**config.mk**
```make
export PLATFORM = sky130hd
export DESIGN_NAME = word_gap_segmenter_unit
export DESIGN_NICKNAME = d
export VERILOG_FILES = /design/src/sv/wgs_pkg.sv /design/src/sv/wgs_front.sv /design/src/sv/wgs_div.sv /design/src/sv/wgs_back.sv /design/src/sv/word_gap_segmenter_unit.sv
export SDC_FILE = /design/constraint.sdc
export NUM_CORES = 1
export LEC_CHECK = 0
export BUFFER_PORTS_ARGS = -buffer_cell sky130_fd_sc_hd__buf_2
export CAP_MARGIN = 40
export CORE_MARGIN = 2
export CORE_UTILIZATION = 25
export DETAILED_ROUTE_END_ITERATION = 7
export PLACE_DENSITY = 0.4
export RECOVER_POWER = 50
export SLEW_MARGIN = 20
export SYNTH_ARGS = -nofsm -noshare
export SYNTH_HDL_FRONTEND = slang
export SYNTH_HIERARCHICAL = 1
export SYNTH_SLANG_ARGS = --single-unit
export TNS_END_PERCENT = 10
```
**constraint.sdc**
```tcl
create_clock -name clk_i -period 17.3 [get_ports clk_i]
set_clock_uncertainty 0.05 [all_clocks]
set_input_delay 0 -clock clk_i [delete_from_list [all_inputs] [get_ports clk_i]]
set_output_delay 0 -clock clk_i [all_outputs]
set_load 0.01 [all_outputs]
```
**src/sv/wgs_pkg.sv**
```systemverilog
// shared types and constants for the word gap segmenter
package wgs_pkg;

  localparam int unsigned ColMaxW   = 9;   // column count up to 256
  localparam int unsigned AddrMaxW  = 8;   // column address up to 255
  localparam int unsigned ResultCap = 64;  // most word results per line
  localparam int unsigned CapW      = 7;

  localparam logic [2:0] RegFgAddr = 3'd0;

  // column write from the front to the column store
  typedef struct packed {
    logic                en;
    logic [AddrMaxW-1:0] addr;
    logic                ink;
  } wgs_wr_t;

  // line job handed from the front to the back
  typedef struct packed {
    logic               vld;
    logic [ColMaxW-1:0] cols;
    logic               ovf;
  } wgs_job_t;

endpackage

```
**src/sv/wgs_front.sv**
```systemverilog
// front end: takes pixels, marks ink columns, closes lines into jobs
module wgs_front #(
  parameter int unsigned MAX_COLUMNS = 256
) (
  input  logic            clk_i,
  input  logic            rst_ni,
  input  logic            accept_i,
  input  logic [7:0]      pixel_i,
  input  logic            column_end_i,
  input  logic            line_end_i,
  input  logic [7:0]      fg_i,
  output wgs_pkg::wgs_wr_t  wr_o,
  output wgs_pkg::wgs_job_t job_o
);
  localparam int unsigned ColW  = $clog2(MAX_COLUMNS + 1);
  localparam int unsigned AddrW = $clog2(MAX_COLUMNS);

  logic            cur_ink_q, cur_ink_d;
  logic [ColW-1:0] col_idx_q, col_idx_d;
  logic            ovf_q, ovf_d;
  logic            ink;
  logic            close_col;
  logic            room;

  assign ink       = cur_ink_q | (pixel_i == fg_i);
  assign close_col = accept_i & (column_end_i | line_end_i);
  assign room      = col_idx_q < ColW'(MAX_COLUMNS);

  always_comb begin
    cur_ink_d = cur_ink_q;
    col_idx_d = col_idx_q;
    ovf_d     = ovf_q;
    wr_o      = '0;
    job_o     = '0;
    if (accept_i) begin
      cur_ink_d = ink;
    end
    if (close_col) begin
      cur_ink_d = 1'b0;
      if (room) begin
        wr_o.en   = 1'b1;
        wr_o.addr = wgs_pkg::AddrMaxW'(col_idx_q[AddrW-1:0]);
        wr_o.ink  = ink;
        col_idx_d = col_idx_q + ColW'(1);
      end else begin
        ovf_d = 1'b1;
      end
    end
    if (accept_i && line_end_i) begin
      job_o.vld  = 1'b1;
      job_o.cols = wgs_pkg::ColMaxW'(col_idx_d);
      job_o.ovf  = ovf_d;
      col_idx_d  = '0;
      ovf_d      = 1'b0;
    end
  end

  always_ff @(posedge clk_i or negedge rst_ni) begin
    if (!rst_ni) begin
      cur_ink_q <= 1'b0;
      col_idx_q <= '0;
      ovf_q     <= 1'b0;
    end else begin
      cur_ink_q <= cur_ink_d;
      col_idx_q <= col_idx_d;
      ovf_q     <= ovf_d;
    end
  end
endmodule

```
**src/sv/wgs_div.sv**
```systemverilog
// iterative restoring divider, one quotient bit per cycle
module wgs_div #(
  parameter int unsigned W = 10
) (
  input  logic         clk_i,
  input  logic         rst_ni,
  input  logic         start_i,
  input  logic [W-1:0] num_i,
  input  logic [W-1:0] den_i,
  output logic         done_o,
  output logic [W-1:0] quo_o
);
  localparam int unsigned CntW = $clog2(W + 1);

  logic [W-1:0]    num_q;
  logic [W-1:0]    den_q;
  logic [W-1:0]    quo_q;
  logic [W:0]      rem_q;
  logic [CntW-1:0] cnt_q;
  logic            run_q;
  logic            done_q;
  logic [W:0]      rem_sh;
  logic            fits;

  assign rem_sh = {rem_q[W-1:0], num_q[W-1]};
  assign fits   = rem_sh >= {1'b0, den_q};

  always_ff @(posedge clk_i or negedge rst_ni) begin
    if (!rst_ni) begin
      run_q  <= 1'b0;
      done_q <= 1'b0;
      cnt_q  <= '0;
    end else begin
      done_q <= 1'b0;
      if (start_i) begin
        run_q <= 1'b1;
        cnt_q <= CntW'(W);
      end else if (run_q) begin
        cnt_q <= cnt_q - CntW'(1);
        if (cnt_q == CntW'(1)) begin
          run_q  <= 1'b0;
          done_q <= 1'b1;
        end
      end
    end
  end

  always_ff @(posedge clk_i) begin
    if (start_i) begin
      num_q <= num_i;
      den_q <= den_i;
      rem_q <= '0;
      quo_q <= '0;
    end else if (run_q) begin
      num_q <= {num_q[W-2:0], 1'b0};
      rem_q <= fits ? (rem_sh - {1'b0, den_q}) : rem_sh;
      quo_q <= {quo_q[W-2:0], fits};
    end
  end

  assign done_o = done_q;
  assign quo_o  = quo_q;
endmodule

```
**src/sv/wgs_back.sv**
```systemverilog
// back end: column store, three scans over it, threshold and word output
module wgs_back #(
  parameter int unsigned MAX_COLUMNS = 256
) (
  input  logic              clk_i,
  input  logic              rst_ni,
  input  wgs_pkg::wgs_wr_t  wr_i,
  input  wgs_pkg::wgs_job_t job_i,
  output logic              busy_o,
  output logic              res_vld_o,
  output logic [7:0]        word_left_o,
  output logic [7:0]        word_right_o,
  output logic [8:0]        gap_threshold_o,
  output logic              has_word_o,
  output logic              last_o,
  output logic              too_wide_o
);
  localparam int unsigned ColW  = $clog2(MAX_COLUMNS + 1);
  localparam int unsigned AddrW = $clog2(MAX_COLUMNS);
  localparam int unsigned DW    = ColW + 1;
  localparam int unsigned CapW  = wgs_pkg::CapW;

  typedef enum logic [2:0] {
    ST_IDLE, ST_SCAN1, ST_DIV1, ST_SCAN2, ST_DIV2, ST_SCAN3, ST_FLUSH
  } state_e;

  logic mem_q [MAX_COLUMNS];

  state_e           state_q;
  logic [ColW-1:0]  cols_q;
  logic             ovf_q;
  logic [ColW-1:0]  ra_q;
  logic             rv_q;
  logic             rd_q;
  logic [AddrW-1:0] ri_q;
  logic             seen_q;
  logic [AddrW-1:0] lo_q, hi_q;
  logic [ColW-1:0]  w_q;
  logic [DW-1:0]    sum_q, cnt_q;
  logic [DW-1:0]    avg_ink_q, thr_q;
  logic [AddrW-1:0] wstart_q, prv_q;
  logic             pend_q;
  logic [AddrW-1:0] pend_l_q, pend_r_q;
  logic [CapW-1:0]  n_q;
  logic             out_vld_q, out_has_q, out_last_q;
  logic [AddrW-1:0] out_l_q, out_r_q;

  logic             scanning, scan_done, in_rng;
  logic             div_start, div_done;
  logic [DW-1:0]    div_num, div_den, div_quo, den1, den2, thr_sum;
  logic             cand_vld, put_ok;
  logic [AddrW-1:0] cand_l, cand_r;

  assign scanning  = (state_q == ST_SCAN1) || (state_q == ST_SCAN2) ||
                     (state_q == ST_SCAN3);
  assign scan_done = scanning && (ra_q >= cols_q) && !rv_q;
  assign in_rng    = rv_q && seen_q && (ri_q >= lo_q) && (ri_q <= hi_q);

  // ink runs include a run still open at the end of the first scan
  assign den1 = cnt_q + DW'(w_q != '0);
  assign den2 = (cnt_q == '0) ? DW'(1) : cnt_q;
  always_comb begin
    div_start = 1'b0;
    div_num   = sum_q + DW'(w_q);
    div_den   = (den1 == '0) ? DW'(1) : den1;
    if (state_q == ST_SCAN1 && scan_done) begin
      div_start = 1'b1;
    end else if (state_q == ST_SCAN2 && scan_done) begin
      div_start = 1'b1;
      div_num   = sum_q + den2 - DW'(1);
      div_den   = den2;
    end
  end
  assign thr_sum = avg_ink_q + div_quo + DW'(1);

  wgs_div #(.W(DW)) u_div (
    .clk_i   (clk_i),
    .rst_ni  (rst_ni),
    .start_i (div_start),
    .num_i   (div_num),
    .den_i   (div_den),
    .done_o  (div_done),
    .quo_o   (div_quo)
  );

  // word candidate: a split on a wide gap, or the closing word of the line
  always_comb begin
    cand_vld = 1'b0;
    cand_l   = wstart_q;
    cand_r   = prv_q - AddrW'(1);
    if (state_q == ST_SCAN3) begin
      if (scan_done) begin
        cand_vld = seen_q;
        cand_r   = hi_q;
      end else if (in_rng && rd_q && (DW'(w_q) > thr_q)) begin
        cand_vld = 1'b1;
      end
    end
  end
  assign put_ok = cand_vld && (cand_r > cand_l) && (n_q < CapW'(wgs_pkg::ResultCap));

  always_ff @(posedge clk_i) begin
    if (wr_i.en) begin
      mem_q[wr_i.addr[AddrW-1:0]] <= wr_i.ink;
    end
    rd_q <= mem_q[ra_q[AddrW-1:0]];
  end

  always_ff @(posedge clk_i or negedge rst_ni) begin
    if (!rst_ni) begin
      state_q   <= ST_IDLE;
      rv_q      <= 1'b0;
      pend_q    <= 1'b0;
      out_vld_q <= 1'b0;
      n_q       <= '0;
    end else begin
      out_vld_q <= 1'b0;
      rv_q      <= 1'b0;
      if (scanning && ra_q < cols_q) begin
        rv_q <= 1'b1;
        ri_q <= ra_q[AddrW-1:0];
        ra_q <= ra_q + ColW'(1);
      end
      case (state_q)
        ST_IDLE: begin
          if (job_i.vld) begin
            cols_q  <= ColW'(job_i.cols);
            ovf_q   <= job_i.ovf;
            ra_q    <= '0;
            seen_q  <= 1'b0;
            w_q     <= '0;
            sum_q   <= '0;
            cnt_q   <= '0;
            n_q     <= '0;
            pend_q  <= 1'b0;
            state_q <= ST_SCAN1;
          end
        end
        ST_SCAN1: begin
          if (rv_q) begin
            if (rd_q) begin
              if (!seen_q) begin
                lo_q <= ri_q;
              end
              seen_q <= 1'b1;
              hi_q   <= ri_q;
              w_q    <= w_q + ColW'(1);
            end else if (w_q != '0) begin
              sum_q <= sum_q + DW'(w_q);
              cnt_q <= cnt_q + DW'(1);
              w_q   <= '0;
            end
          end
          if (scan_done) begin
            state_q <= ST_DIV1;
          end
        end
        ST_DIV1: begin
          if (div_done) begin
            avg_ink_q <= div_quo;
            ra_q      <= '0;
            w_q       <= '0;
            sum_q     <= '0;
            cnt_q     <= '0;
            state_q   <= ST_SCAN2;
          end
        end
        ST_SCAN2: begin
          if (in_rng) begin
            if (!rd_q) begin
              w_q <= w_q + ColW'(1);
            end else begin
              if (DW'(w_q) > avg_ink_q) begin
                sum_q <= sum_q + DW'(w_q);
                cnt_q <= cnt_q + DW'(1);
              end
              w_q <= '0;
            end
          end
          if (scan_done) begin
            state_q <= ST_DIV2;
          end
        end
        ST_DIV2: begin
          if (div_done) begin
            thr_q    <= DW'(thr_sum >> 1);
            ra_q     <= '0;
            w_q      <= '0;
            wstart_q <= lo_q;
            prv_q    <= lo_q;
            state_q  <= ST_SCAN3;
          end
        end
        ST_SCAN3: begin
          if (in_rng) begin
            if (rd_q) begin
              if (DW'(w_q) > thr_q) begin
                wstart_q <= ri_q;
              end
              w_q <= '0;
            end else begin
              if (w_q == '0) begin
                prv_q <= ri_q;
              end
              w_q <= w_q + ColW'(1);
            end
          end
          // hold one word back so the final one can carry last
          if (put_ok) begin
            if (pend_q) begin
              out_vld_q  <= 1'b1;
              out_has_q  <= 1'b1;
              out_last_q <= 1'b0;
              out_l_q    <= pend_l_q;
              out_r_q    <= pend_r_q;
            end
            pend_q   <= 1'b1;
            pend_l_q <= cand_l;
            pend_r_q <= cand_r;
            n_q      <= n_q + CapW'(1);
          end
          if (scan_done) begin
            state_q <= ST_FLUSH;
          end
        end
        ST_FLUSH: begin
          out_vld_q  <= 1'b1;
          out_has_q  <= pend_q;
          out_last_q <= 1'b1;
          out_l_q    <= pend_q ? pend_l_q : '0;
          out_r_q    <= pend_q ? pend_r_q : '0;
          pend_q     <= 1'b0;
          state_q    <= ST_IDLE;
        end
        default: begin
          state_q <= ST_IDLE;
        end
      endcase
    end
  end

  assign busy_o          = (state_q != ST_IDLE) || out_vld_q;
  assign res_vld_o       = out_vld_q;
  assign word_left_o     = 8'(out_l_q);
  assign word_right_o    = 8'(out_r_q);
  assign gap_threshold_o = 9'(thr_q);
  assign has_word_o      = out_has_q;
  assign last_o          = out_last_q;
  assign too_wide_o      = ovf_q;
endmodule

```
**src/sv/word_gap_segmenter_unit.sv**
```systemverilog
// top level of the word gap segmenter
// Usage: pixels of one text line arrive in column-major order, one per beat
// on pixel_i/column_end_i/line_end_i, taken at an edge where start is high
// and busy is low. column_end_i closes a column, line_end_i closes the line.
// After the line-end beat busy stays high while the back end makes three
// scans over the column store (one column bit per cycle from the memory
// read port) with two iterative divisions between them. Word results come
// out during the third scan, each held back until the next word closes, at
// most one per cycle; the final one, flagged by last, is produced by the
// flush state, and busy falls after that final beat.
// Results are shown for one cycle with result_valid_o high; the receiver
// cannot stall and must take every beat.
// A line with no words gives one beat with has_word clear.
// Config: foreground_value at apb byte address 0. The user must see that it
// is written only while idle; the block itself does not enforce this.
// Reset clears the control state and the foreground value; the column store
// needs no clearing since each line rewrites what it reads.
module word_gap_segmenter_unit #(
  parameter int unsigned MAX_COLUMNS = 256
) (
  input  logic        clk_i,
  input  logic        rst_ni,
  input  logic        start,
  output logic        busy,
  input  logic [7:0]  pixel_i,
  input  logic        column_end_i,
  input  logic        line_end_i,
  output logic        result_valid_o,
  output logic [7:0]  word_left_o,
  output logic [7:0]  word_right_o,
  output logic [8:0]  gap_threshold_o,
  output logic        has_word_o,
  output logic        last_o,
  output logic        too_wide_o,
  input  logic        psel,
  input  logic        penable,
  input  logic        pwrite,
  input  logic [2:0]  paddr,
  input  logic [31:0] pwdata,
  output logic [31:0] prdata,
  output logic        pready
);
  logic              fg_q;
  logic [7:0]        fg_val_q;
  logic              accept;
  wgs_pkg::wgs_wr_t  wr;
  wgs_pkg::wgs_job_t job;

  assign accept = start && !busy;
  assign pready = 1'b1;
  assign prdata = (paddr == wgs_pkg::RegFgAddr) ? {24'd0, fg_val_q} : 32'd0;

  always_ff @(posedge clk_i or negedge rst_ni) begin
    if (!rst_ni) begin
      fg_val_q <= 8'd0;
      fg_q     <= 1'b0;
    end else begin
      fg_q <= 1'b0;
      if (psel && penable && pwrite && paddr == wgs_pkg::RegFgAddr) begin
        fg_val_q <= pwdata[7:0];
        fg_q     <= 1'b1;
      end
    end
  end

  wgs_front #(.MAX_COLUMNS(MAX_COLUMNS)) u_front (
    .clk_i        (clk_i),
    .rst_ni       (rst_ni),
    .accept_i     (accept),
    .pixel_i      (pixel_i),
    .column_end_i (column_end_i),
    .line_end_i   (line_end_i),
    .fg_i         (fg_val_q),
    .wr_o         (wr),
    .job_o        (job)
  );

  wgs_back #(.MAX_COLUMNS(MAX_COLUMNS)) u_back (
    .clk_i           (clk_i),
    .rst_ni          (rst_ni),
    .wr_i            (wr),
    .job_i           (job),
    .busy_o          (busy),
    .res_vld_o       (result_valid_o),
    .word_left_o     (word_left_o),
    .word_right_o    (word_right_o),
    .gap_threshold_o (gap_threshold_o),
    .has_word_o      (has_word_o),
    .last_o          (last_o),
    .too_wide_o      (too_wide_o)
  );

  a_line_end_busy: assert property (@(posedge clk_i) disable iff (!rst_ni)
    accept && line_end_i |=> busy)
    else $error("busy not raised after line end");

  a_result_in_busy: assert property (@(posedge clk_i) disable iff (!rst_ni)
    result_valid_o |-> busy)
    else $error("result outside busy window");

  a_no_word_last: assert property (@(posedge clk_i) disable iff (!rst_ni)
    result_valid_o && !has_word_o |-> last_o)
    else $error("empty result not final");

  a_last_ends: assert property (@(posedge clk_i) disable iff (!rst_ni)
    result_valid_o && last_o |=> !result_valid_o && !busy)
    else $error("output after last beat");

  a_cfg_idle: assert property (@(posedge clk_i) disable iff (!rst_ni)
    fg_q |-> !$past(busy))
    else $error("config written while busy");
endmodule
```
; ---- Word level (Yosys, flattened, before mapping)
; Memories as Yosys holds them, arrays and structs flattened. A register that Yosys moved wholly into a read port is not among the register bits.
; Index checks and enable logic that the tools add are counted.
[word_totals]
out_inout_bits = 63
word_cells = 261
register_bits = 220
n_memories = 1
inputBits = 51
ramBits = 256
[classes]
n_bitwise = 4
add_sub_neg = 14
n_mux = 109
n_eq_ne = 31
n_lt_le_gt_ge = 10
reduce_logical = 56
[memory_table]
columns = memory, words, word_bits, read_ports, rd_ports_with_merged_regs, write_ports, line_no
row1 = u_back.mem_q, 256, 1, 1, 1, 1, wgs_back.sv:27  ; logic mem_q [MAX_COLUMNS];
[ops]
columns = cell, count
row1 = 10-bit 2-to-1 mux, 25
row2 = 8-bit 2-to-1 mux, 16
row3 = 9-bit 2-to-1 mux, 13
row4 = 10-bit one-hot mux with 4 select lines, 2
row5 = 8-bit one-hot mux with 2 select lines, 4
row6 = 9-bit one-hot mux with 4 select lines, 1
row7 = 1-bit 2-to-1 mux, 29
row8 = 9-bit by 1-bit adder with 9-bit output (second input constant), 3
row9 = 2-bit by 1-bit inequality test with 1-bit output (second input constant), 13
row10 = 10-bit by 1-bit adder with 10-bit output (second input constant), 2
row11 = 10-bit adder, 2
row12 = 10-bit zero test, 2
row13 = 3-bit 2-to-1 mux, 6
row14 = 2-bit inequality test (second input constant), 9
row15 = 3-bit one-hot mux with 6 select lines, 1
row16 = 9-bit one-hot mux with 2 select lines, 1
row17 = 3-bit AND reduction, 6
row18 = 6-bit AND reduction, 3
row19 = 1-bit logical AND, 17
row20 = 7-bit 2-to-1 mux, 2
row21 = 7-bit one-hot mux with 2 select lines, 1
row22 = 2-bit nonzero test, 6
row23 = 11-bit by 10-bit >= comparator with 1-bit output, 1
row24 = 11-bit 2-to-1 mux, 1
row25 = other kinds (41), 58

; ---- Depth between registers and ports, before layout
[depth]
word_depth = 12
mapped_depth = 20

; ---- Cells and area by module
; The synthesis kept the hierarchy.
[modules_own_cells]
columns = mod, instances, area_each_um2, cells_each, seq_area_each_um2
row1 = wgs_back, 1, 20599.8, 1676, 12296.8
row2 = wgs_div, 1, 2324.7, 217, 1151.1
row3 = wgs_front, 1, 758.2, 91, 275.3
row4 = word_gap_segmenter_unit, 1, 629.4, 55, 200.2

; ---- Worst setup path before layout
; Ideal clock, no wire load.
[synth_path]
kind = flip-flop to flip-flop
startpoint = register u_back.state_q[1]
endpoint = memory u_back.mem_q[0] (data pin)
synth_period_minus_slack_ns = 13.053
t_arrival_ns = 10.907
setup_time_ns = 2.096
setup_slack_ns = 4.247
path_stages_with_launch = 8
cell_sequence = dfrtp_1 -> buf_2 -> nor2_1 -> nand2_1 -> nor2b_1 -> buf_4 -> o21ai_2 -> nor3_1
[synth_lines]
columns = element, line_no
row1 = "start, declared", wgs_back.sv:29  ; state_e state_q;
row2 = "start signal, assigned", wgs_back.sv:111  ; state_q <= ST_IDLE;
row3 = "start signal, assigned", wgs_back.sv:136  ; state_q <= ST_SCAN1;
row4 = "start signal, assigned", wgs_back.sv:155  ; state_q <= ST_DIV1;
row5 = "end, declared", wgs_back.sv:27

; ---- Worst setup path in the final report
[layout_path]
startpoint = register u_back.ra_q[1]
endpoint = register u_back.pend_l_q[7], enable pin
[layout_between]
elab_chain_cells = 9
[layout_lines]
columns = element, line_no
row1 = "start, declared", wgs_back.sv:32  ; logic [ColW-1:0] ra_q;
row2 = "start signal, assigned", wgs_back.sv:122  ; ra_q <= ra_q + ColW'(1);
row3 = 9-bit >= comparator, wgs_back.sv:56  ; assign scan_done = scanning && (ra_q >= cols_q) && !rv_q;
row4 = 1-bit logical AND (2 in a row), wgs_back.sv:56
row5 = 8-bit 2-to-1 mux, wgs_back.sv:92  ; if (scan_done) begin
row6 = 8-bit 2-to-1 mux, wgs_back.sv:91  ; if (state_q == ST_SCAN3) begin
row7 = named net u_back.cand_r[1], wgs_back.sv:52  ; logic [AddrW-1:0] cand_l, cand_r;
row8 = 8-bit > comparator, wgs_back.sv:100  ; assign put_ok = cand_vld && (cand_r > cand_l) && (n_q < CapW'(wgs_pkg::ResultCap));
row9 = 1-bit logical AND (2 in a row), wgs_back.sv:100
row10 = 3-bit AND reduction (no line), --
row11 = "end signal, assigned", wgs_back.sv:218  ; pend_l_q <= cand_l;
row12 = "end, declared", wgs_back.sv:43  ; logic [AddrW-1:0] pend_l_q, pend_r_q;
; The timed path passes the listed nets, and every way through them passes these cells.
; A chain may end at the register's enable or synchronous reset.

==> out/metrics.cfg <==
[sta]
setup_viol=0
drv_slew=258
hold_viol=0
setup_slack_ns=10.05
worst_pin_slew_ns=3.014
max_freq_ghz=0.1379
finalCriticalPeriod_ns=7.250
timing.slew.headroom=-1.010
grt_setup_unrepaired=false
tns_ns=0
min_period_over_period=0.4191

[floorplanning]
die_w_um=315.8
rows=114
initial_utilization=0.2518
core_um2=96570
ioPinCount=114
dieArea_um2=99760
die_h_um=315.8

[clock_tree]
root_buffer=clkbuf_16
cts_tree=done
cts_htree_levels=2
path_clk_slew_ns=0.05
cts_resized=0
cts-buffers-inserted=59
clock_latency_ns=0.66
cts_sinks=477
clk_path_buf_depth=3

[worst_setup_path]
cp_max_fo=38
cp-end-kind=flip-flop
cp-start-kind=flip-flop
path_class=flip-flop to flip-flop
crit_slowest_cell=clkbuf_1
arrival_ns=7.46
cp.required_ns=17.51
crit_chain=clkbuf_1, ha_1, nand4_1, nor3_1, a211oi_1, nor3_1, clkbuf_1, nand2_1, o21ai_0, ha_1, nor2b_1, o21a_1, o21a_1, o21bai_1, a211oi_1, o21ai_2, nor3_4
max_stage_delay_ns=1.95

[place]
gp_congestion=0.7730
hpwl_um=41090
io_buffers=64
dp_slack_ns=11.98

[grt]
grt_start_max_net_pins=257
grt_pass1_wl_um=94800
gr-total-overflow=0
antenna_found_initial=0
grt_usage=0.1216
first_global_vias=16126

[cells_and_area]
final-seq-area_um2=13920
fillCellCount=9931
multi_input_area_um2=9305
layout_commonest_cell=edfxtp_1
drive_gt1_frac=0.1032
num_antenna_cells=0
final_cell_mix=418 x edfxtp_1, 389 x nor2_1, 125 x inv_1, 108 x nand2_1, 108 x ha_1
area_growth_pct=16.01
finalNetCount=2302

[synthesis]
ys_seq_area_frac=0.5727
ys_types=93
async_flop_share=0.07966
synth_edf_count=418
netlist_area_um2=24310
synth_cells=2039
synth_seq_cells=477
yosysWarnings=6
avgSynthCellArea_um2=11.92
synth_flop_cell=edfxtp_1

[detailed_routing]
drt_iter0_markers=1021
ant_nets=0
wl_per_cell_um=17.53
drc=0
dr.pass1.iters=5
vias=15562
avgViaCountPerCell=4.491
wl_um=60740

[pwr]
ir_worst_vdd_mv=0.08826
power.leakage_nw=10.63
p_total_mw=4.142
power_density_nw_per_um2=146.8

[min_path]
holdCritPathClass=input port to flip-flop

[run_status]
status=finished, violations left
failed_checks=capacitance limit, slew limit

[job]
maxCapViolCount=8

[routing by layer]
| metal | up-vias | GRT usage | share of wire |
|---|---|---|---|
| met3 | 69 | 0.01876 | 0.040 |
| met1 | 7692 | 0.1579 | 0.45 |
| met4 | 0 | 0.02973 | 0.018 |
| li1 | 7519 | - | - |
| met5 | - | 0 | 0 |
| met2 | 282 | 0.2117 | 0.49 |
[report_power, final]
part	total, mW	internal (mW)	leakage (nW)	switching [mW]
clock	1.23	0.728	0.944	0.503
sequential	1.57	1.42	5.10	0.144
combinational	1.35	0.558	4.59	0.788
[worst max-delay path, delay by kind of cell, from the launching register on]
family | cells | cell delay [ns]
compound gates | 7 | 2.08
simple gates | 6 | 1.22
fa+ha+maj | 2 | 0.89
buf+inv | 2 | 2.29
flops | 1 | 0.32
[synth_stat cells (all sizes together), types with 5 or more instances]
cell type | n | share of area
edfxtp | 418 | 0.52
nor2 | 391 | 0.061
inv | 125 | 0.019
ha | 108 | 0.056
nand2 | 108 | 0.017
mux2i | 68 | 0.028
clkbuf | 66 | 0.010
a21oi | 63 | 0.013
o21ai | 58 | 0.013
buf | 56 | 0.018
nand3 | 51 | 0.010
mux4 | 47 | 0.045
nor2b | 40 | 0.010
xnor2 | 40 | 0.014
dfrtp | 38 | 0.039
xor2 | 35 | 0.013
and2 | 25 | 0.0068
nor3 | 23 | 0.0054
a211oi | 21 | 0.0074
dfxtp | 21 | 0.017
nand4 | 21 | 0.0054
a21o | 20 | 0.0062
mux2 | 18 | 0.0096
nand2b | 15 | 0.0042
nor4 | 13 | 0.0042
and3 | 10 | 0.0026
a22oi | 9 | 0.0028
o211ai | 9 | 0.0028
o21a | 9 | 0.0028
a221oi | 8 | 0.0034
a31oi | 8 | 0.0021
or3 | 8 | 0.0021
nor4b | 7 | 0.0025
o22ai | 6 | 0.0015
or2 | 6 | 0.0015
a22o | 5 | 0.0018
[per-stage QoR]
step           area [µm²]  instances  utilization  hold slack [ns]
4_1_cts             28380       3464       0.2939           0.2293
3_3_place_gp        25880       3305       0.2680           0.1511
2_1_floorplan       24400       2062            -          -0.3456
3_5_place_dp        26170       3327       0.2710           0.1606
5_1_grt             28200       3465       0.2921           0.2593
6_report            28200       3465       0.2921           0.2403
[area by class of cell]
class | instances | share of cell area
Inverter | 126 | 0.01677
Clock inverter | 35 | 0.01397
Multi-Input combinational cell | 1337 | 0.3299
Timing Repair Buffer | 138 | 0.03376
Tap cell | 1276 | 0.05661
Sequential cell | 477 | 0.4937
Clock buffer | 76 | 0.05532
[registers in the layout, summed over array words and instances, names as in the netlist, 7 cells and up]
register,flops
fg_val_q,8
u_back/avg_ink_q,10
u_back/cand_l,8
u_back/cnt_q,10
u_back/cols_q,9
u_back/hi_q,8
u_back/lo_q,8
u_back/mem_q,256
u_back/n_q,7
u_back/pend_l_q,8
u_back/pend_r_q,8
u_back/prv_q,8
u_back/ra_q,9
u_back/ri_q,8
u_back/sum_q,10
u_back/thr_q,9
u_back/u_div/den_q,10
u_back/u_div/num_q,10
u_back/u_div/quo_o,10
u_back/u_div/rem_q,10
u_back/w_q,9
u_back/word_left_o,8
u_back/word_right_o,8
u_front/col_idx_q,9
[path summary, 6_finish.rpt]
kind,start,end,slack (ns),depth (start not counted)
max,u_back/ra_q[1]$_DFFE_PP_,u_back/pend_l_q[7]$_DFFE_PP_,10.05,17
min,line_end_i,u_back/cols_q[0]$_DFFE_PP_,0.24,3
max reg2reg,u_back/ra_q[1]$_DFFE_PP_,u_back/pend_l_q[7]$_DFFE_PP_,10.05,17
min reg2reg,u_back/cand_l[3]$_DFFE_PP_,u_back/pend_l_q[3]$_DFFE_PP_,0.41,0
max in group asynchronous,rst_ni,u_back/pend_q$_DFFE_PN0P_,13.99,4
min in group asynchronous,rst_ni,fg_val_q[0]$_DFFE_PN0P_,1.46,4
[repair_timing]
action                    in CTS  in global routing
hold endpoints to repair      59                  0
hold buffers                  26                  0
buffers inserted               0                  0
[cell families (layout without fill, tap and decap cells)]
logic type / after synthesis / in the layout / share of synthesized area
simple gates: 732 / 732 / 0.1382
flops: 477 / 477 / 0.5727
compound gates: 260 / 260 / 0.07298
buf+inv: 248 / 375 / 0.04730
mux: 133 / 133 / 0.08265
fa+ha+maj: 112 / 112 / 0.05888
xor+xnor: 75 / 75 / 0.02702
other cells: 2 / 25 / 0.0003089
(Power assumes the default switching activity.)
